--- config.mk ---
export PLATFORM = sky130hd
export DESIGN_NAME = go_back_n_sender_flat
export DESIGN_NICKNAME = d
export VERILOG_FILES = /design/src/sv/gbn_pkg.sv /design/src/sv/gbn_if.sv /design/src/sv/gbn_ctrl.sv /design/src/sv/gbn_dp.sv /design/src/sv/go_back_n_sender.sv /design/src/flat_wrapper.sv
export SDC_FILE = /design/constraint.sdc
export NUM_CORES = 1
export LEC_CHECK = 0
export BUFFER_PORTS_ARGS = -buffer_cell sky130_fd_sc_hd__buf_2
export CAP_MARGIN = 20
export CORE_MARGIN = 2
export CORE_UTILIZATION = 45
export CTS_CLUSTER_DIAMETER = 50
export CTS_CLUSTER_SIZE = 12
export DETAILED_ROUTE_END_ITERATION = 10
export HOLD_SLACK_MARGIN = 0.06
export PLACE_DENSITY_LB_ADDON = 0.3
export SYNTH_ARGS = -nofsm -noshare
export SYNTH_HDL_FRONTEND = slang
export SYNTH_SLANG_ARGS = --single-unit
export TNS_END_PERCENT = 100
--- constraint.sdc ---
create_clock -name clk -period 11.5 [get_ports clk]
set_clock_uncertainty 0.05 [all_clocks]
set_input_delay 0.575 -clock clk [delete_from_list [all_inputs] [get_ports clk]]
set_output_delay 0.575 -clock clk [all_outputs]
set_load 0.01 [all_outputs]
--- src/sv/gbn_pkg.sv ---
// Package: shared types, codes and controller/datapath link structs for the go-back-N sender.
package gbn_pkg;

  localparam int SEQ_W = 16;
  localparam int WIN_W = 7;
  localparam int CFG_IDX_W = 2;
  localparam int CFG_DATA_W = 16;

  localparam logic [1:0] CMD_BEGIN = 2'd0;
  localparam logic [1:0] CMD_ACK   = 2'd1;
  localparam logic [1:0] CMD_NACK  = 2'd2;

  localparam logic [1:0] KIND_STATUS = 2'd0;
  localparam logic [1:0] KIND_START  = 2'd1;
  localparam logic [1:0] KIND_DATA   = 2'd2;
  localparam logic [1:0] KIND_END    = 2'd3;

  localparam logic [CFG_IDX_W-1:0] REG_FRAG_COUNT = 2'd0;
  localparam logic [CFG_IDX_W-1:0] REG_WINDOW     = 2'd1;

  localparam logic [SEQ_W-1:0] FRAG_COUNT_RST = 16'd0;
  localparam logic [WIN_W-1:0] WINDOW_RST     = 7'd4;

  typedef enum logic [1:0] {
    PH_IDLE,
    PH_START,
    PH_SEND,
    PH_END
  } phase_t;

  typedef enum logic [1:0] {
    CTL_IDLE,
    CTL_UPDATE,
    CTL_BURST
  } ctl_state_t;

  typedef struct packed {
    logic capture;
    logic upd_en;
    logic burst_en;
  } dp_cmd_t;

  typedef struct packed {
    logic slot_free;
    logic need_burst;
    logic burst_last;
  } dp_sts_t;

endpackage

--- src/sv/gbn_if.sv ---
// Interfaces: input, result and configuration channels of the go-back-N sender.
interface gbn_in_if;
  logic                      valid;
  logic                      ready;
  logic [1:0]                cmd;
  logic [gbn_pkg::SEQ_W-1:0] ack_sequence;

  modport source (output valid, output cmd, output ack_sequence, input ready);
  modport sink (input valid, input cmd, input ack_sequence, output ready);
endinterface

interface gbn_out_if;
  logic                      valid;
  logic                      ready;
  logic [1:0]                send_kind;
  logic [gbn_pkg::SEQ_W-1:0] send_sequence;
  logic [gbn_pkg::SEQ_W-1:0] fragment_index;
  logic                      transfer_done;
  logic                      transfer_ok;
  logic                      last;

  modport source (output valid, output send_kind, output send_sequence,
                  output fragment_index, output transfer_done, output transfer_ok,
                  output last, input ready);
  modport sink (input valid, input send_kind, input send_sequence,
                input fragment_index, input transfer_done, input transfer_ok,
                input last, output ready);
endinterface

interface gbn_cfg_if;
  logic                           valid;
  logic                           ready;
  logic [gbn_pkg::CFG_IDX_W-1:0]  index;
  logic [gbn_pkg::CFG_DATA_W-1:0] data;

  modport source (output valid, output index, output data, input ready);
  modport sink (input valid, input index, input data, output ready);
endinterface

--- src/sv/gbn_ctrl.sv ---
// Controller: sequences capture, state update and burst emission of DATA, END or status results.
module gbn_ctrl (
  input  logic             clk,
  input  logic             rst_n,
  input  logic             in_valid,
  output logic             in_ready,
  input  gbn_pkg::dp_sts_t sts,
  output gbn_pkg::dp_cmd_t cmd
);

  gbn_pkg::ctl_state_t state_r, state_nxt;

  always_ff @(posedge clk) begin
    if (!rst_n) begin
      state_r <= gbn_pkg::CTL_IDLE;
    end else begin
      state_r <= state_nxt;
    end
  end

  always_comb begin
    state_nxt = state_r;
    unique case (state_r)
      gbn_pkg::CTL_IDLE: begin
        if (in_valid) state_nxt = gbn_pkg::CTL_UPDATE;
      end
      gbn_pkg::CTL_UPDATE: begin
        if (sts.slot_free) begin
          state_nxt = sts.need_burst ? gbn_pkg::CTL_BURST : gbn_pkg::CTL_IDLE;
        end
      end
      gbn_pkg::CTL_BURST: begin
        if (sts.slot_free && sts.burst_last) state_nxt = gbn_pkg::CTL_IDLE;
      end
      default: state_nxt = gbn_pkg::CTL_IDLE;
    endcase
  end

  always_comb begin
    in_ready     = 1'b0;
    cmd.capture  = 1'b0;
    cmd.upd_en   = 1'b0;
    cmd.burst_en = 1'b0;
    unique case (state_r)
      gbn_pkg::CTL_IDLE: begin
        in_ready    = 1'b1;
        cmd.capture = in_valid;
      end
      gbn_pkg::CTL_UPDATE: begin
        cmd.upd_en = sts.slot_free;
      end
      gbn_pkg::CTL_BURST: begin
        cmd.burst_en = sts.slot_free;
      end
      default: begin
        in_ready = 1'b0;
      end
    endcase
  end

endmodule

--- src/sv/gbn_dp.sv ---
// Datapath: configuration, transfer state, window arithmetic and result register.
module gbn_dp #(
  parameter int MAX_WINDOW  = 64,
  parameter int END_RETRIES = 3
) (
  input  logic                            clk,
  input  logic                            rst_n,
  input  gbn_pkg::dp_cmd_t                cmd,
  output gbn_pkg::dp_sts_t                sts,
  input  logic [1:0]                      in_cmd,
  input  logic [gbn_pkg::SEQ_W-1:0]       in_ack_sequence,
  input  logic                            cfg_we,
  input  logic [gbn_pkg::CFG_IDX_W-1:0]   cfg_index,
  input  logic [gbn_pkg::CFG_DATA_W-1:0]  cfg_data,
  output logic                            out_valid,
  input  logic                            out_ready,
  output logic [1:0]                      out_send_kind,
  output logic [gbn_pkg::SEQ_W-1:0]       out_send_sequence,
  output logic [gbn_pkg::SEQ_W-1:0]       out_fragment_index,
  output logic                            out_transfer_done,
  output logic                            out_transfer_ok,
  output logic                            out_last
);

  localparam int SW = gbn_pkg::SEQ_W;

  logic [SW-1:0]             frag_count_r;
  logic [gbn_pkg::WIN_W-1:0] window_r;

  logic [1:0]    cmd_r;
  logic [SW-1:0] ack_r;

  gbn_pkg::phase_t phase_r, phase_nxt;
  logic [SW-1:0]   base_r, base_nxt;
  logic [SW-1:0]   next_r, next_nxt;
  logic [1:0]      attempts_r, attempts_nxt;

  logic          out_valid_r, out_valid_nxt;
  logic [1:0]    kind_r, kind_nxt;
  logic [SW-1:0] seq_r, seq_nxt;
  logic [SW-1:0] idx_r, idx_nxt;
  logic          done_r, done_nxt;
  logic          ok_r, ok_nxt;
  logic          last_r, last_nxt;
  logic          ld;

  logic                      is_reply;
  logic [SW-1:0]             ack_base;
  logic [gbn_pkg::WIN_W-1:0] eff_win;
  logic [SW:0]               limit;
  logic [SW:0]               next_inc;
  logic                      can_send;
  logic                      more_after;

  always_ff @(posedge clk) begin
    if (!rst_n) begin
      frag_count_r <= gbn_pkg::FRAG_COUNT_RST;
      window_r     <= gbn_pkg::WINDOW_RST;
    end else if (cfg_we) begin
      case (cfg_index)
        gbn_pkg::REG_FRAG_COUNT: frag_count_r <= cfg_data;
        gbn_pkg::REG_WINDOW:     window_r     <= cfg_data[gbn_pkg::WIN_W-1:0];
        default: ;
      endcase
    end
  end

  always_ff @(posedge clk) begin
    if (cmd.capture) begin
      cmd_r <= in_cmd;
      ack_r <= in_ack_sequence;
    end
  end

  assign is_reply = (cmd_r == gbn_pkg::CMD_ACK) || (cmd_r == gbn_pkg::CMD_NACK);
  assign ack_base = (ack_r < frag_count_r) ? ack_r : frag_count_r;

  always_comb begin
    if (window_r == '0) begin
      eff_win = gbn_pkg::WIN_W'(1);
    end else if (window_r > gbn_pkg::WIN_W'(MAX_WINDOW)) begin
      eff_win = gbn_pkg::WIN_W'(MAX_WINDOW);
    end else begin
      eff_win = window_r;
    end
  end

  assign limit      = {1'b0, base_r} + (SW+1)'(eff_win);
  assign next_inc   = {1'b0, next_r} + (SW+1)'(1);
  assign can_send   = ({1'b0, next_r} < limit) && (next_r < frag_count_r);
  assign more_after = (next_inc < limit) && (next_inc < {1'b0, frag_count_r});

  assign sts.slot_free  = !out_valid_r || out_ready;
  assign sts.need_burst = is_reply &&
                          ((phase_r == gbn_pkg::PH_SEND) ||
                           ((phase_r == gbn_pkg::PH_START) && (cmd_r == gbn_pkg::CMD_ACK)));
  assign sts.burst_last = (base_r >= frag_count_r) || !can_send || !more_after;

  always_comb begin
    phase_nxt    = phase_r;
    base_nxt     = base_r;
    next_nxt     = next_r;
    attempts_nxt = attempts_r;
    ld           = 1'b0;
    kind_nxt     = gbn_pkg::KIND_STATUS;
    seq_nxt      = '0;
    idx_nxt      = '0;
    done_nxt     = 1'b0;
    ok_nxt       = 1'b0;
    last_nxt     = 1'b1;
    if (cmd.upd_en) begin
      if (cmd_r == gbn_pkg::CMD_BEGIN) begin
        phase_nxt    = gbn_pkg::PH_START;
        base_nxt     = '0;
        next_nxt     = '0;
        attempts_nxt = '0;
        ld           = 1'b1;
        kind_nxt     = gbn_pkg::KIND_START;
      end else if (!is_reply) begin
        ld = 1'b1;
      end else begin
        unique case (phase_r)
          gbn_pkg::PH_IDLE: begin
            ld = 1'b1;
          end
          gbn_pkg::PH_START: begin
            if (cmd_r == gbn_pkg::CMD_ACK) begin
              phase_nxt = gbn_pkg::PH_SEND;
              base_nxt  = '0;
              next_nxt  = '0;
            end else begin
              ld       = 1'b1;
              kind_nxt = gbn_pkg::KIND_START;
            end
          end
          gbn_pkg::PH_SEND: begin
            if (cmd_r == gbn_pkg::CMD_ACK) begin
              base_nxt = ack_base;
              if (next_r < ack_base) next_nxt = ack_base;
            end else begin
              next_nxt = base_r;
            end
          end
          gbn_pkg::PH_END: begin
            ld = 1'b1;
            if ((cmd_r == gbn_pkg::CMD_ACK) && (ack_r == '0)) begin
              phase_nxt = gbn_pkg::PH_IDLE;
              done_nxt  = 1'b1;
              ok_nxt    = 1'b1;
            end else if (attempts_r < 2'(END_RETRIES)) begin
              attempts_nxt = attempts_r + 2'd1;
              kind_nxt     = gbn_pkg::KIND_END;
            end else begin
              phase_nxt = gbn_pkg::PH_IDLE;
              done_nxt  = 1'b1;
            end
          end
          default: ld = 1'b1;
        endcase
      end
    end else if (cmd.burst_en) begin
      ld = 1'b1;
      if (base_r >= frag_count_r) begin
        phase_nxt    = gbn_pkg::PH_END;
        attempts_nxt = 2'd1;
        kind_nxt     = gbn_pkg::KIND_END;
      end else if (can_send) begin
        kind_nxt = gbn_pkg::KIND_DATA;
        seq_nxt  = next_inc[SW-1:0];
        idx_nxt  = next_r;
        next_nxt = next_inc[SW-1:0];
        last_nxt = !more_after;
      end
    end
  end

  always_comb begin
    if (ld) begin
      out_valid_nxt = 1'b1;
    end else if (out_ready) begin
      out_valid_nxt = 1'b0;
    end else begin
      out_valid_nxt = out_valid_r;
    end
  end

  always_ff @(posedge clk) begin
    if (!rst_n) begin
      phase_r     <= gbn_pkg::PH_IDLE;
      base_r      <= '0;
      next_r      <= '0;
      attempts_r  <= '0;
      out_valid_r <= 1'b0;
    end else begin
      phase_r     <= phase_nxt;
      base_r      <= base_nxt;
      next_r      <= next_nxt;
      attempts_r  <= attempts_nxt;
      out_valid_r <= out_valid_nxt;
    end
  end

  always_ff @(posedge clk) begin
    if (ld) begin
      kind_r <= kind_nxt;
      seq_r  <= seq_nxt;
      idx_r  <= idx_nxt;
      done_r <= done_nxt;
      ok_r   <= ok_nxt;
      last_r <= last_nxt;
    end
  end

  assign out_valid          = out_valid_r;
  assign out_send_kind      = kind_r;
  assign out_send_sequence  = seq_r;
  assign out_fragment_index = idx_r;
  assign out_transfer_done  = done_r;
  assign out_transfer_ok    = ok_r;
  assign out_last           = last_r;

endmodule

--- src/sv/go_back_n_sender.sv ---
// Top level: go-back-N ARQ sender, controller plus datapath.
//
//   channel  | dir | payload                                              | accepted when
//   in_ch    | in  | cmd, ack_sequence                                    | valid && ready
//   out_ch   | out | send_kind, send_sequence, fragment_index,            | valid && ready
//            |     | transfer_done, transfer_ok, last                     |
//   cfg_ch   | in  | index (0 fragment_count, 1 window), data             | valid && ready
//
// An item passes from its accept state through an update state; a single result is loaded in
// the update state, while a data-phase reply instead loads one result per burst cycle,
// up to MAX_WINDOW DATA results (or one END or status result).
// The single result register sets the pace: a stall on out_ch holds the burst.
// in_ch is ready again once the last result is loaded; cfg_ch is always ready.
// Reset (rst_n low, synchronous) empties the result register and returns to idle.
module go_back_n_sender #(
  parameter int MAX_WINDOW  = 64,
  parameter int END_RETRIES = 3
) (
  input  logic      clk,
  input  logic      rst_n,
  gbn_in_if.sink    in_ch,
  gbn_out_if.source out_ch,
  gbn_cfg_if.sink   cfg_ch
);

  gbn_pkg::dp_cmd_t dp_cmd;
  gbn_pkg::dp_sts_t dp_sts;
  logic             ctl_in_ready;

  assign in_ch.ready  = ctl_in_ready;
  assign cfg_ch.ready = 1'b1;

  gbn_ctrl u_ctrl (
    .clk      (clk),
    .rst_n    (rst_n),
    .in_valid (in_ch.valid),
    .in_ready (ctl_in_ready),
    .sts      (dp_sts),
    .cmd      (dp_cmd)
  );

  gbn_dp #(
    .MAX_WINDOW  (MAX_WINDOW),
    .END_RETRIES (END_RETRIES)
  ) u_dp (
    .clk                (clk),
    .rst_n              (rst_n),
    .cmd                (dp_cmd),
    .sts                (dp_sts),
    .in_cmd             (in_ch.cmd),
    .in_ack_sequence    (in_ch.ack_sequence),
    .cfg_we             (cfg_ch.valid),
    .cfg_index          (cfg_ch.index),
    .cfg_data           (cfg_ch.data),
    .out_valid          (out_ch.valid),
    .out_ready          (out_ch.ready),
    .out_send_kind      (out_ch.send_kind),
    .out_send_sequence  (out_ch.send_sequence),
    .out_fragment_index (out_ch.fragment_index),
    .out_transfer_done  (out_ch.transfer_done),
    .out_transfer_ok    (out_ch.transfer_ok),
    .out_last           (out_ch.last)
  );

endmodule
--- src/flat_wrapper.sv ---
// flat-port wrapper written by rule: the top's interface ports become plain ports
module go_back_n_sender_flat 
#(
  parameter int MAX_WINDOW  = 64,
  parameter int END_RETRIES = 3
)
  (clk, rst_n, in_ch_valid, in_ch_cmd, in_ch_ack_sequence, in_ch_ready, out_ch_valid, out_ch_send_kind, out_ch_send_sequence, out_ch_fragment_index, out_ch_transfer_done, out_ch_transfer_ok, out_ch_last, out_ch_ready, cfg_ch_valid, cfg_ch_index, cfg_ch_data, cfg_ch_ready);
  gbn_in_if in_ch_i ();
  gbn_out_if out_ch_i ();
  gbn_cfg_if cfg_ch_i ();
  input  logic clk;
  input  logic rst_n;
  input wire logic [$bits(in_ch_i.valid)-1:0] in_ch_valid;
  input wire logic [$bits(in_ch_i.cmd)-1:0] in_ch_cmd;
  input wire logic [$bits(in_ch_i.ack_sequence)-1:0] in_ch_ack_sequence;
  output wire logic [$bits(in_ch_i.ready)-1:0] in_ch_ready;
  output wire logic [$bits(out_ch_i.valid)-1:0] out_ch_valid;
  output wire logic [$bits(out_ch_i.send_kind)-1:0] out_ch_send_kind;
  output wire logic [$bits(out_ch_i.send_sequence)-1:0] out_ch_send_sequence;
  output wire logic [$bits(out_ch_i.fragment_index)-1:0] out_ch_fragment_index;
  output wire logic [$bits(out_ch_i.transfer_done)-1:0] out_ch_transfer_done;
  output wire logic [$bits(out_ch_i.transfer_ok)-1:0] out_ch_transfer_ok;
  output wire logic [$bits(out_ch_i.last)-1:0] out_ch_last;
  input wire logic [$bits(out_ch_i.ready)-1:0] out_ch_ready;
  input wire logic [$bits(cfg_ch_i.valid)-1:0] cfg_ch_valid;
  input wire logic [$bits(cfg_ch_i.index)-1:0] cfg_ch_index;
  input wire logic [$bits(cfg_ch_i.data)-1:0] cfg_ch_data;
  output wire logic [$bits(cfg_ch_i.ready)-1:0] cfg_ch_ready;
  assign in_ch_i.valid = in_ch_valid;
  assign in_ch_i.cmd = in_ch_cmd;
  assign in_ch_i.ack_sequence = in_ch_ack_sequence;
  assign in_ch_ready = in_ch_i.ready;
  assign out_ch_valid = out_ch_i.valid;
  assign out_ch_send_kind = out_ch_i.send_kind;
  assign out_ch_send_sequence = out_ch_i.send_sequence;
  assign out_ch_fragment_index = out_ch_i.fragment_index;
  assign out_ch_transfer_done = out_ch_i.transfer_done;
  assign out_ch_transfer_ok = out_ch_i.transfer_ok;
  assign out_ch_last = out_ch_i.last;
  assign out_ch_i.ready = out_ch_ready;
  assign cfg_ch_i.valid = cfg_ch_valid;
  assign cfg_ch_i.index = cfg_ch_index;
  assign cfg_ch_i.data = cfg_ch_data;
  assign cfg_ch_ready = cfg_ch_i.ready;
  go_back_n_sender #(.MAX_WINDOW(MAX_WINDOW), .END_RETRIES(END_RETRIES)) u_core (.clk(clk), .rst_n(rst_n), .in_ch(in_ch_i), .out_ch(out_ch_i), .cfg_ch(cfg_ch_i));
endmodule
==> results.md, run 1 <==
* Status: complete, no violations
* Ranking of synthesized cells by area: edfxtp_1, ha_1, dfxtp_1, a21oi_1, nor2_1
* Fin nets at approximately 1100
* CTS tree: yes
* Synth cell types at 70
* Cell count after synthesis at roughly 870
* FF-to-FF setup slack at 6.36 ns
* WP buf/inv at 0
* Postcts setup bufs at 0
* Iteration-0 DRC Markers at 484
* Width of the die at between 100 and 150 um
* Clock root cell: clkbuf_16
* Routing usage on met2 at 32.8%
* Met3 Track Usage GR at 3.84%
* Syn_area_per_cell at 9.32 sq um
* Hold wc startpoint: in_ch_ack_sequence[0]
* Post-synth design cell area at between 8000 and 9000 sq um
* Worst path slowest cell: a21o_1
* Routability cong. at 0.876
* CTS clk-pin slew, worst paths at 0.06 ns
* Largest net degree at the start of global routing at 59
* Hold-critical path depth at 1
* Post-synth ARST share at 0%
* Synth Warn # at 0
* Fin crit period at 5.14 ns
* Worst-case clock buffer depth at 2
* Reg2reg start: u_core.u_dp.window_r[6]$_SDFFE_PN0P_
* Synth top area share at 20.3%
* Hold Vio Cnt, Final at 0
* Drt pass-1 iters at 5
* Syn nets at about 1000
* Arrival time worst endpoint at 5.42 ns
* Worst VDD drop at 107 uV
* Die Height at 138 um
* Hold WC Path Type: input port to flip-flop
* Initial core utilization at 45.5%
* Post-CTS Hold Fix Bufs at 0
* Top-count cell post-synth: ha_1
* First-pass GRT wire length at 33800 um
* P per Cell Area at roughly 140 nW/um^2
* Setup CP Type: flip-flop to flip-flop
* Period utilization at between 40 and 50%
* FMAX at between 150 and 200 MHz
* CP most frequent cell: a21oi_1
* Layout area overhead at 13.6%
* Routed via count at 6730
* Worst path max stage delay at 0.77 ns
* Share of post-route cells with drive strength above 1 at a little over an eighth
* Synth Register Bits at around 120
* RSZ-0062 raised after global routing: no
* CTS resizes at 0
* CP Max Fanout at 32
* Vias in the first global route at 6366
* Reg2reg path depth at 19
* DIE AREA at about 19000 sq um
* Leakage power total at about 3.9 nW
* Critical path, cell by cell: nor2b_1 > ha_1 > a21o_1 > a21oi_1 > o21bai_1 > a21oi_1 > o21ai_0 > a21oi_1 > nor2_1 > xnor2_1 > ha_1 > and3_1 > a221o_1 > o31ai_1 > o311ai_0 > nor2_1 > a21o_1 > a21oi_1 > a311oi_1
* Most common library cells after synthesis: ha_1, nor2_1, a21oi_1
* Clk sinks at 117
* Post-DR wirelength/cell at ~17 um
* Final Setup Violations at 0
* GR peak layer: met2
* Leading area contributor after synthesis: edfxtp_1
* Row Count at 49
* Worst Path Required at 11.78 ns
* Setup crit end kind: flip-flop
* Crit path launch type: flip-flop
* Crit path max-delay family: compound AO/OA/AOI/OAI gates
* Hold path endpoint: u_core.u_dp.ack_r[0]$_DFFE_PP_
* Met1 Use GR at roughly 32%
* GR Util All Layers at 22.1%
* Initial antenna violation count at 0
* Antenna Cells at 0
* Final Core Density at 51.7%
* Vias per cell at about 5.7
* Final wirelength at about 20000 um
* Ys flop type: dfxtp_1
* HPWL Detailed at 16000 um
* Port bufs at 79
* Final Max Tran Viols at 0
* GRT overflow at 0
* Detailed-route DRC error count at 0
* Boundary Pins at 81
* Clock H-tree levels at 4
* Setup TNS Final at 0 ns
* TritonCTS buffer count at 17
* EDFF count, synth at between 50 and 60
* Sequential share of the synthesized area at 35.6%
* Worst rel slew slack at 35.0%
* Worst reg2reg path endpoint: u_core.u_dp.next_r[10]$_SDFFE_PN0P_
* Max-Cap Viols at 0
* Worst-margin pin slew at between 0.9 and 1 ns
* Antenna Nets Post-Route at 0
* Core area at 17800 sq um
* Skew-Pair Late Insertion Delay at 0.42 ns
cells in the final DEF (no fill, tap or decap), types with 5 or more instances in the layout:
master / count
a221oi_1: 17
a21o_1: 22
nor2b_1: 11
nand2_1: 71
nand3_1: 16
inv_1: 36
xor2_1: 9
o211ai_1: 6
nand2b_1: 10
nor2_1: 89
ha_1: 120
o21a_1: 8
nor4_1: 5
xnor2_1: 18
buf_2: 79
a211oi_1: 5
and3_1: 7
dfxtp_1: 62
a21oi_1: 85
clkbuf_16: 17
nor3_1: 18
o21ai_0: 23
and2_1: 29
edfxtp_1: 55
a311oi_1: 16
nand4_1: 12
o2111ai_1: 5
mux2i_1: 23
metal layers:
layer / routed length (um) / vias to the layer above
met1: 10100 / 3101
met5: 0 / -
met2: 8800 / 231
li1: - / 3366
met4: 482 / 0
met3: 1130 / 32
state kept, by name, summed over array words and instances, names as in the netlist:
name                            cells
u_core.u_dp.next_r                 16
u_core.u_dp.out_send_kind           2
u_core.u_dp.out_last                1
u_core.u_dp.out_transfer_ok         1
u_core.u_dp.window_r                7
u_core.u_dp.ack_r                  16
u_core.u_dp.out_fragment_index     16
u_core.u_ctrl.state_r               2
u_core.u_dp.cmd_r                   2
u_core.u_dp.out_send_sequence      16
u_core.u_dp.attempts_r              2
u_core.u_dp.out_transfer_done       1
u_core.u_dp.out_valid               1
u_core.u_dp.phase_r                 2
u_core.u_dp.base_r                 16
u_core.u_dp.frag_count_r           16
per-stage QoR:
step	total power (W)	cells	setup WS (ns)	cell area, sq um	hold slack [ns]
final	0.00126	1183	6.36	9230	0.273
after global routing	0.00133	1183	5.90	9230	0.255
after CTS	0.00127	1180	6.34	9190	0.256
after detailed placement	0.000776	1148	6.36	8650	0.412
after global placement	0.000772	1148	6.56	8650	0.409
after floorplan	0.000696	871	7.15	8120	0.390
layout make-up:
class | instances | area (sq um)
clock buffers | 22 | 454
clock inverters | 10 | 83.8
fillers | 1685 | 8610
inverters | 36 | 135
multi-input cells | 685 | 4930
flip-flops and latches | 117 | 2890
well taps | 229 | 287
repair buffers | 84 | 449
logic make-up (layout without fill, tap and decap cells):
| logic type | Yosys count | in the layout | synth area share, % |
|---|---|---|---|
| flops | 117 | 117 | 35.6 |
| other cells | 1 | 1 | 0.0462 |
| buf+inv | 69 | 152 | 3.91 |
| mux | 24 | 24 | 3.00 |
| fa+ha+maj | 121 | 121 | 18.7 |
| xor+xnor | 27 | 27 | 2.91 |
| compound gates | 217 | 217 | 17.7 |
| simple gates | 295 | 295 | 18.0 |
power breakdown:
part           switching [W]  total [W]  internal (W)
sequential         0.0000249   0.000482      0.000457
clock               0.000190   0.000489      0.000299
combinational       0.000177   0.000292      0.000115
worst max path at each step:
stage / from / to / slack (ns) / cells past startpoint
6_report: u_core.u_dp.window_r[6]$_SDFFE_PN0P_ / u_core.u_dp.next_r[10]$_SDFFE_PN0P_ / 6.36 / 19
5_1_grt: u_core.u_dp.window_r[6]$_SDFFE_PN0P_ / u_core.u_dp.next_r[10]$_SDFFE_PN0P_ / 5.90 / 19
4_1_cts: u_core.u_dp.window_r[6]$_SDFFE_PN0P_ / u_core.u_dp.next_r[15]$_SDFFE_PN0P_ / 6.34 / 19
3_5_place_dp: u_core.u_dp.window_r[6]$_SDFFE_PN0P_ / u_core.u_dp.next_r[15]$_SDFFE_PN0P_ / 6.36 / 19
3_3_place_gp: u_core.u_dp.frag_count_r[2]$_SDFFE_PN0P_ / u_core.u_dp.next_r[9]$_SDFFE_PN0P_ / 6.56 / 16
2_1_floorplan: out_ch_ready / u_core.u_dp.out_fragment_index[0]$_SDFFCE_PP0P_ / 7.15 / 5
Power figures use the tool's default switching activity.
==> run 2: changes to the inputs <==
--- a/config.mk
+++ b/config.mk
@@ -5,6 +5,7 @@
 export SDC_FILE = /design/constraint.sdc
 export NUM_CORES = 1
 export LEC_CHECK = 0
+export ABC_AREA = 1
 export BUFFER_PORTS_ARGS = -buffer_cell sky130_fd_sc_hd__buf_2
 export CAP_MARGIN = 20
 export CORE_MARGIN = 2
==> constraint.sdc (replaced) <==
create_clock -name clk -period 4.35 [get_ports clk]
set_clock_uncertainty 0.05 [all_clocks]
set_input_delay 0.2175 -clock clk [delete_from_list [all_inputs] [get_ports clk]]
set_output_delay 0.2175 -clock clk [all_outputs]
set_load 0.01 [all_outputs]
==> run 2 against run 1 <==
Compared with the run above:
- flip-flop and latch count unchanged
- via count up 11%
- clock-buffer cell count unchanged
- synthesized area grew 3.1%
- critical path depth up 10
- sequential share of layout area fell by 3.2 points
- synthesized cell count is 21% higher
- global-route usage fell by 0.15 points
- first-iteration DRC count increased by 9.5%
- non-clock buffer count increased by 59
==> results.md, run 2 <==
* Final worst slack at 0.184 ns (was 6.36 ns)
* Syn nets at 1218 (was 1033)
* Synth top area share at 19.7% (was 20.3%)
* Fin nets at 1352 (was 1103)
* GR peak layer: met2 (unchanged)
* Commonest non-fill, non-tap cells in the layout: nand2_1, inv_1, ha_1, nor2_1, a21oi_1 (was ha_1, nor2_1, a21oi_1, buf_2, nand2_1)
* Syn_area_per_cell at 7.93 sq um (was 9.32 sq um)
* Crit path max-delay family: simple AND/OR/NAND/NOR gates (was compound AO/OA/AOI/OAI gates)
* Ranking of synthesized cells by area: edfxtp_1, ha_1, dfxtp_1, nand2_1, inv_1 (was edfxtp_1, ha_1, dfxtp_1, a21oi_1, nor2_1)
* Synth Warn # at 0 (unchanged)
* DIE AREA at 19700 sq um (was 19100 sq um)
* Met1 Use GR at 31.7% (was 32.4%)
* Row Count at 49 (unchanged)
* Arrival time worst endpoint at 4.42 ns (was 5.42 ns)
* HPWL Detailed at 16300 um (was 16000 um)
* Final Max Tran Viols at 0 (unchanged)
* Met3 Track Usage GR at 3.56% (was 3.84%)
* Cell count after synthesis at 1056 (was 871)
* Worst Path Required at 4.61 ns (was 11.78 ns)
* P per Cell Area at 379 nW/um^2 (was 137 nW/um^2)
* Share of total power in combinational logic at 29.9% (was 23.1%)
* Setup CP Type: flip-flop to flip-flop (unchanged)
* Pint at 0.00264 W (was 0.000871 W)
* CTS clk-pin slew, worst paths at 0.06 ns (about the same)
* Detailed-route DRC error count at 0 (unchanged)
* Routed via count at 7499 (was 6730)
* Sequential share of the synthesized area at 34.5% (was 35.6%)
* First-pass GRT wire length at 34500 um (was 33800 um)
* Worst-margin pin slew at 0.782 ns (was 0.970 ns)
* Iteration-0 DRC Markers at 530 (was 484)
* Clk sinks at 117 (unchanged)
* Share of post-route cells with drive strength above 1 at 17.4% (was 13.1%)
* Worst path max stage delay at 0.32 ns (was 0.77 ns)
* CTS tree: yes (unchanged)
* Post-synth design cell area at 8370 sq um (was 8120 sq um)
* TritonCTS buffer count at 17 (unchanged)
* Worst-case clock buffer depth at 2 (unchanged)
* Width of the die at 140 um (was 138 um)
* Clock root cell: clkbuf_16 (unchanged)
* Core area at 18100 sq um (was 17800 sq um)
* Setup TNS Final at 0 ns (unchanged)
* WP buf/inv at 3 (was 0)
* Worst VDD drop at 291 uV (was 107 uV)
* Switching portion of total power at 32.3% (was 31.0%)
* RSZ-0062 raised after global routing: yes (was no)
* Layout area overhead at 23.0% (was 13.6%)
* Final cell count without fillers at 1432 (was 1183)
* Leading area contributor after synthesis: edfxtp_1 (unchanged)
* Worst path slowest cell: dfxtp_2 (was a21o_1)
* Port bufs at 79 (unchanged)
* Setup crit end kind: flip-flop (unchanged)
* GR Util All Layers at 22.0% (was 22.1%)
* Final Setup Violations at 0 (unchanged)
* Ys flop type: dfxtp_1 (unchanged)
* Die Height at 140 um (was 138 um)
* Leakage power total at 4.58 nW (was 3.86 nW)
* CP Max Fanout at 8 (was 32)
* Commonest non-fill, non-tap cell in the layout: nand2_1 (was ha_1)
* Largest net degree at the start of global routing at 44 (was 59)
* Fin crit period at 4.17 ns (was 5.14 ns)
* Crit path launch type: flip-flop (unchanged)
* Period utilization at 95.8% (was 44.7%)
* Routing usage on met2 at 33.8% (was 32.8%)
* Skew-Pair Late Insertion Delay at 0.42 ns (about the same)
* Area of the multi-input gates at 4890 sq um (was 4930 sq um)
* Post-synth ARST share at 0% (unchanged)
* Worst rel slew slack at 47.8% (was 35.0%)
* Synth Register Bits at 117 (unchanged)
* Clock H-tree levels at 4 (unchanged)
* Drt pass-1 iters at 5 (unchanged)
* Post-DR wirelength/cell at 15.1 um (was 17.4 um)
* Most common library cells after synthesis: nand2_1, inv_1, ha_1 (was ha_1, nor2_1, a21oi_1)
* Top-count cell post-synth: nand2_1 (was ha_1)
* Sequential Area at 2900 sq um (was 2890 sq um)
* Routability cong. at 0.968 (was 0.876)
* Antenna Nets Post-Route at 0 (unchanged)
* FMAX at 240 MHz (was 195 MHz)
* Antenna Cells at 0 (unchanged)
* Vias per cell at 5.24 (was 5.69)
* Fillcell total at 1609 (was 1685)
* EDFF count, synth at 55 (unchanged)
* Max-Cap Viols at 0 (unchanged)
* Initial core utilization at 46.3% (was 45.5%)
* Net Sw Power at 0.00126 W (was 0.000392 W)
* Final wirelength at 21600 um (was 20500 um)
* Sequential power share at 33.3% (was 38.1%)
* DP Cell Count at 1359 (was 1148)
* Hold Vio Cnt, Final at 0 (unchanged)
* Status: complete, no violations (unchanged)
* Initial antenna violation count at 0 (unchanged)
* Vias in the first global route at 6946 (was 6366)
* Boundary Pins at 81 (unchanged)
* GRT overflow at 0 (unchanged)
* Synth cell types at 54 (was 70)
* Clock power share at 36.8% (was 38.7%)
* Setup WS pre-CTS at 0.110 ns (was 6.36 ns)
* CP most frequent cell: nand2_1 (was a21oi_1)
* Hold WC Path Type: input port to flip-flop (unchanged)
==> run 2: worst paths after layout <==
kind | slack (ns) | from | endpoint | cells after the start
setup / recovery | 0.18 | u_core.u_dp.window_r[5]$_SDFFE_PN0P_ | u_core.u_dp.next_r[10]$_SDFFE_PN0P_ | 29
hold / removal | 0.06 | cfg_ch_data[15] | u_core.u_dp.frag_count_r[15]$_SDFFE_PN0P_ | 3
setup reg to reg | 0.18 | u_core.u_dp.window_r[5]$_SDFFE_PN0P_ | u_core.u_dp.next_r[10]$_SDFFE_PN0P_ | 29
hold reg to reg | 0.42 | u_core.u_dp.attempts_r[1]$_SDFFE_PN0P_ | u_core.u_dp.attempts_r[1]$_SDFFE_PN0P_ | 2
==> run 2: routing by layer <==
layer / part of all wire [%] / routed length (um)
met1: 49 / 10600
met2: 44 / 9420
met3: 5.5 / 1190
met4: 1.7 / 367
met5: 0 / 0
==> run 2: timing repair <==
item / in CTS / in global routing
setup buffers: 0 / 7
gates resized for setup: 0 / 37
hold buffers: 31 / 0
hold endpoints to repair: 34 / 0
endpoints found under the setup margin: 0 / 50
==> run 2: cell families (layout without fill, tap and decap cells) <==
family,Yosys count,count (layout),share of synthesized area (%)
flops,117,117,34.5
fa+ha+maj,121,121,18.2
simple gates,396,396,21.1
xor+xnor,20,20,2.18
buf+inv,182,329,8.73
other cells,1,1,0.0448
compound gates,219,219,15.3
==> run 2: tightest hold or removal path, stage by stage <==
cell and delay (ns):
buf_2 0.09, o21ai_0 0.08, a21oi_1 0.10
==> run 2: through the flow <==
step	total power, W	instance area [sq um]	hold WS [ns]	utilization [%]
finish	0.00390	10300	0.0575	56.9
global route	0.00414	10300	0.0824	56.9
CTS	0.00385	10000	0.0640	55.4
detailed placement	0.00239	9110	0.346	50.4
global placement	0.00236	9110	0.344	50.4
floorplan	0.00209	8370	0.266	-
==> run 2: area by class of cell <==
class                      count  area share (%)
multi-input combinational    757            47.5
clock buffer                  22            4.62
clock inverter                10            1.24
sequential                   117            28.1
inverter                     154            5.61
tap                          229            2.78
timing repair buffer         143            10.1
==> run 2: power by group through the flow <==
stage                     logic, W  registers [W]  clock network [W]
after global placement     0.00105        0.00132                  0
after floorplan           0.000777        0.00131                  0
final                      0.00117        0.00130            0.00144
after detailed placement   0.00107        0.00132                  0
after CTS                  0.00110        0.00130            0.00145
after global routing       0.00133        0.00131            0.00151
==> run 3: changes to the inputs <==
--- a/config.mk
+++ b/config.mk
@@ -10,6 +10,7 @@
 export CAP_MARGIN = 20
 export CORE_MARGIN = 2
 export CORE_UTILIZATION = 45
+export CTS_BUF_LIST = sky130_fd_sc_hd__clkbuf_4 sky130_fd_sc_hd__clkbuf_8
 export CTS_CLUSTER_DIAMETER = 50
 export CTS_CLUSTER_SIZE = 12
 export DETAILED_ROUTE_END_ITERATION = 10
==> run 3 against run 2 <==
Compared with the run above:
- maximum frequency decreased by 1.9%
- core utilization is 0.44 points lower
- non-clock buffer count rose by 5
- critical path depth unchanged
- cell area shrank 0.78%
- flip-flop and latch count unchanged
- clock-buffer cell count decreased by 1
- wire length is 1.7% higher
- via count is 0.69% higher
- clock power fell by 24%
- global-route usage is 0.10 points higher
- cell count rose by 0.35%
==> results.md, run 3 (synthesis gave the netlist of run 2 again) <==
* Skew-Pair Late Insertion Delay at 0.44 ns (was 0.42 ns)
* Routed via count at 7551 (was 7499)
* CTS clk-pin slew, worst paths at 0.07 ns (was 0.06 ns)
* Antenna Nets Post-Route at 0 (unchanged)
* Iteration-0 DRC Markers at 590 (was 530)
* Minimum hold slack at 0.116 ns (was 0.0575 ns)
* CP Max Fanout at 8 (unchanged)
* Initial antenna violation count at 0 (unchanged)
* Clock H-tree levels at 4 (unchanged)
* FMAX at 235 MHz (was 240 MHz)
* Drt pass-1 iters at 5 (unchanged)
* Worst-margin pin slew at 0.791 ns (was 0.782 ns)
* Worst VDD drop at 209 uV (was 291 uV)
* Layout area overhead at 22.0% (was 23.0%)
* Antenna Cells at 0 (unchanged)
* P per Cell Area at 351 nW/um^2 (was 379 nW/um^2)
* WP buf/inv at 3 (unchanged)
* Reg2reg start: u_core.u_dp.window_r[4]$_SDFFE_PN0P_ (was u_core.u_dp.window_r[5]$_SDFFE_PN0P_)
* Arrival time worst endpoint at 4.53 ns (was 4.42 ns)
* Vias in the first global route at 6986 (was 6946)
* Final worst slack at 0.102 ns (was 0.184 ns)
* Final Max Tran Viols at 0 (unchanged)
* CP most frequent cell: nand2_1 (unchanged)
* HPWL Detailed at 16300 um (unchanged)
* Port bufs at 79 (unchanged)
* Period utilization at 97.6% (was 95.8%)
* Width of the die at 140 um (unchanged)
* CTS tree: yes (unchanged)
* Net Sw Power at 0.00123 W (was 0.00126 W)
* Worst reg2reg path endpoint: u_core.u_dp.next_r[1]$_SDFFE_PN0P_ (was u_core.u_dp.next_r[10]$_SDFFE_PN0P_)
* RSZ-0062 raised after global routing: yes (unchanged)
* Worst rel slew slack at 47.2% (was 47.8%)
* Sequential power share at 36.2% (was 33.3%)
* Detailed-route DRC error count at 0 (unchanged)
* Row Count at 49 (unchanged)
* Hold WC Path Type: input port to flip-flop (unchanged)
* Clock root cell: clkbuf_8 (was clkbuf_16)
* Leakage power total at 4.54 nW (was 4.58 nW)
* Total chip power at 0.00359 W (was 0.00390 W)
* Vias per cell at 5.25 (was 5.24)
* FF-to-FF setup slack at 0.10 ns (was 0.18 ns)
* Met3 Track Usage GR at 3.32% (was 3.56%)
* Setup crit end kind: flip-flop (unchanged)
* TritonCTS buffer count at 17 (unchanged)
* Routing usage on met2 at 34.3% (was 33.8%)
* Hold-critical path depth at 3 (unchanged)
* Hold path endpoint: u_core.u_ctrl.state_r[1]$_SDFFE_PN0P_ (was u_core.u_dp.frag_count_r[15]$_SDFFE_PN0P_)
* Max-Cap Viols at 0 (unchanged)
* Reg2reg path depth at 29 (unchanged)
* Commonest non-fill, non-tap cell in the layout: nand2_1 (unchanged)
* Hold wc startpoint: in_ch_valid (was cfg_ch_data[15])
* Status: complete, no violations (unchanged)
* Die Height at 140 um (unchanged)
* Post-DR wirelength/cell at 15.3 um (was 15.1 um)
* Setup TNS Final at 0 ns (unchanged)
* GR peak layer: met2 (unchanged)
* Share of post-route cells with drive strength above 1 at 18.3% (was 17.4%)
* Met1 Use GR at 31.7% (about the same)
* Worst path slowest cell: dfxtp_1 (was dfxtp_2)
* Pint at 0.00236 W (was 0.00264 W)
* Crit path launch type: flip-flop (unchanged)
* Final wirelength at 22000 um (was 21600 um)
* Switching portion of total power at 34.2% (was 32.3%)
* Crit path max-delay family: simple AND/OR/NAND/NOR gates (unchanged)
* DIE AREA at 19700 sq um (unchanged)
* Setup CP Type: flip-flop to flip-flop (unchanged)
* Commonest non-fill, non-tap cells in the layout: nand2_1, inv_1, ha_1, a21oi_1, nor2_1 (was nand2_1, inv_1, ha_1, nor2_1, a21oi_1)
* Boundary Pins at 81 (unchanged)
* Core area at 18100 sq um (unchanged)
* Fin crit period at 4.25 ns (was 4.17 ns)
* Worst path max stage delay at 0.32 ns (about the same)
* Routability cong. at 0.968 (unchanged)
* Worst Path Required at 4.63 ns (was 4.61 ns)
* First-pass GRT wire length at 34700 um (was 34500 um)
* GRT overflow at 0 (unchanged)
* Largest net degree at the start of global routing at 44 (unchanged)
* Clk sinks at 117 (unchanged)
* Final Setup Violations at 0 (unchanged)
* Fin nets at 1357 (was 1352)
* Worst-case clock buffer depth at 2 (unchanged)
* Hold Vio Cnt, Final at 0 (unchanged)
* Share of total power in combinational logic at 33.0% (was 29.9%)
* Clock power share at 30.8% (was 36.8%)
* Setup WS pre-CTS at 0.110 ns (unchanged)
* Initial core utilization at 46.3% (unchanged)
* GR Util All Layers at 22.1% (was 22.0%)
run 3: power by group through the flow:
| stage | sequential (W) | combinational [W] | clock, W |
|---|---|---|---|
| 2_1_floorplan | 0.00131 | 0.000777 | 0 |
| 3_3_place_gp | 0.00132 | 0.00105 | 0 |
| 3_5_place_dp | 0.00132 | 0.00107 | 0 |
| 4_1_cts | 0.00129 | 0.00110 | 0.00111 |
| 5_1_grt | 0.00131 | 0.00135 | 0.00117 |
| 6_report | 0.00130 | 0.00118 | 0.00110 |
run 3: how the worst max path moves through the flow:
stage,start,endpoint,slack [ns],cells after the start
4_1_cts,u_core.u_dp.window_r[4]$_SDFFE_PN0P_,u_core.u_dp.next_r[12]$_SDFFE_PN0P_,0.06,28
3_3_place_gp,u_core.u_dp.window_r[4]$_SDFFE_PN0P_,u_core.u_dp.next_r[0]$_SDFFE_PN0P_,0.19,28
6_report,u_core.u_dp.window_r[4]$_SDFFE_PN0P_,u_core.u_dp.next_r[1]$_SDFFE_PN0P_,0.10,29
5_1_grt,u_core.u_dp.window_r[4]$_SDFFE_PN0P_,u_core.u_dp.next_r[9]$_SDFFE_PN0P_,-0.22,29
3_5_place_dp,u_core.u_dp.window_r[4]$_SDFFE_PN0P_,u_core.u_dp.next_r[0]$_SDFFE_PN0P_,0.11,28
2_1_floorplan,u_core.u_dp.window_r[4]$_SDFFE_PN0P_,u_core.u_dp.next_r[10]$_SDFFE_PN0P_,0.55,28
run 3: area by class of cell:
cell class                      count  area, sq um
Clock buffer                       21          270
Timing Repair Buffer              148         1120
Tap cell                          229          287
Clock inverter                     11          158
Inverter                          154          581
Sequential cell                   117         2900
Fill cell                        1647         7870
Multi-Input combinational cell    757         4910
run 3: repair_timing:
action | in CTS | in global routing
buffers inserted | 0 | 5
hold buffers | 36 | 0
setup endpoints to repair | 0 | 50
endpoints found under the hold margin | 41 | 0
resized for setup | 0 | 48
run 3: per-layer routing:
metal	vias up	wire (um)
li1	3862	-
met1	3445	10800
met2	226	9740
met3	18	1210
met4	0	278
met5	-	0
run 3: stage by stage:
step | cell area, sq um | std cells | util, %
floorplan | 8370 | 1056 | -
global placement | 9110 | 1359 | 50.4
detailed placement | 9110 | 1359 | 50.4
CTS | 9900 | 1427 | 54.7
global route | 10200 | 1437 | 56.5
finish | 10200 | 1437 | 56.5
run 3: worst reg2reg max path, delay by kind of cell (launching register included):
kind | cells | cell delay [ns]
buf+inv | 3 | 0.35
simple gates | 13 | 1.38
fa+ha+maj | 2 | 0.53
xor+xnor | 1 | 0.17
compound gates | 10 | 1.33
flops | 1 | 0.32
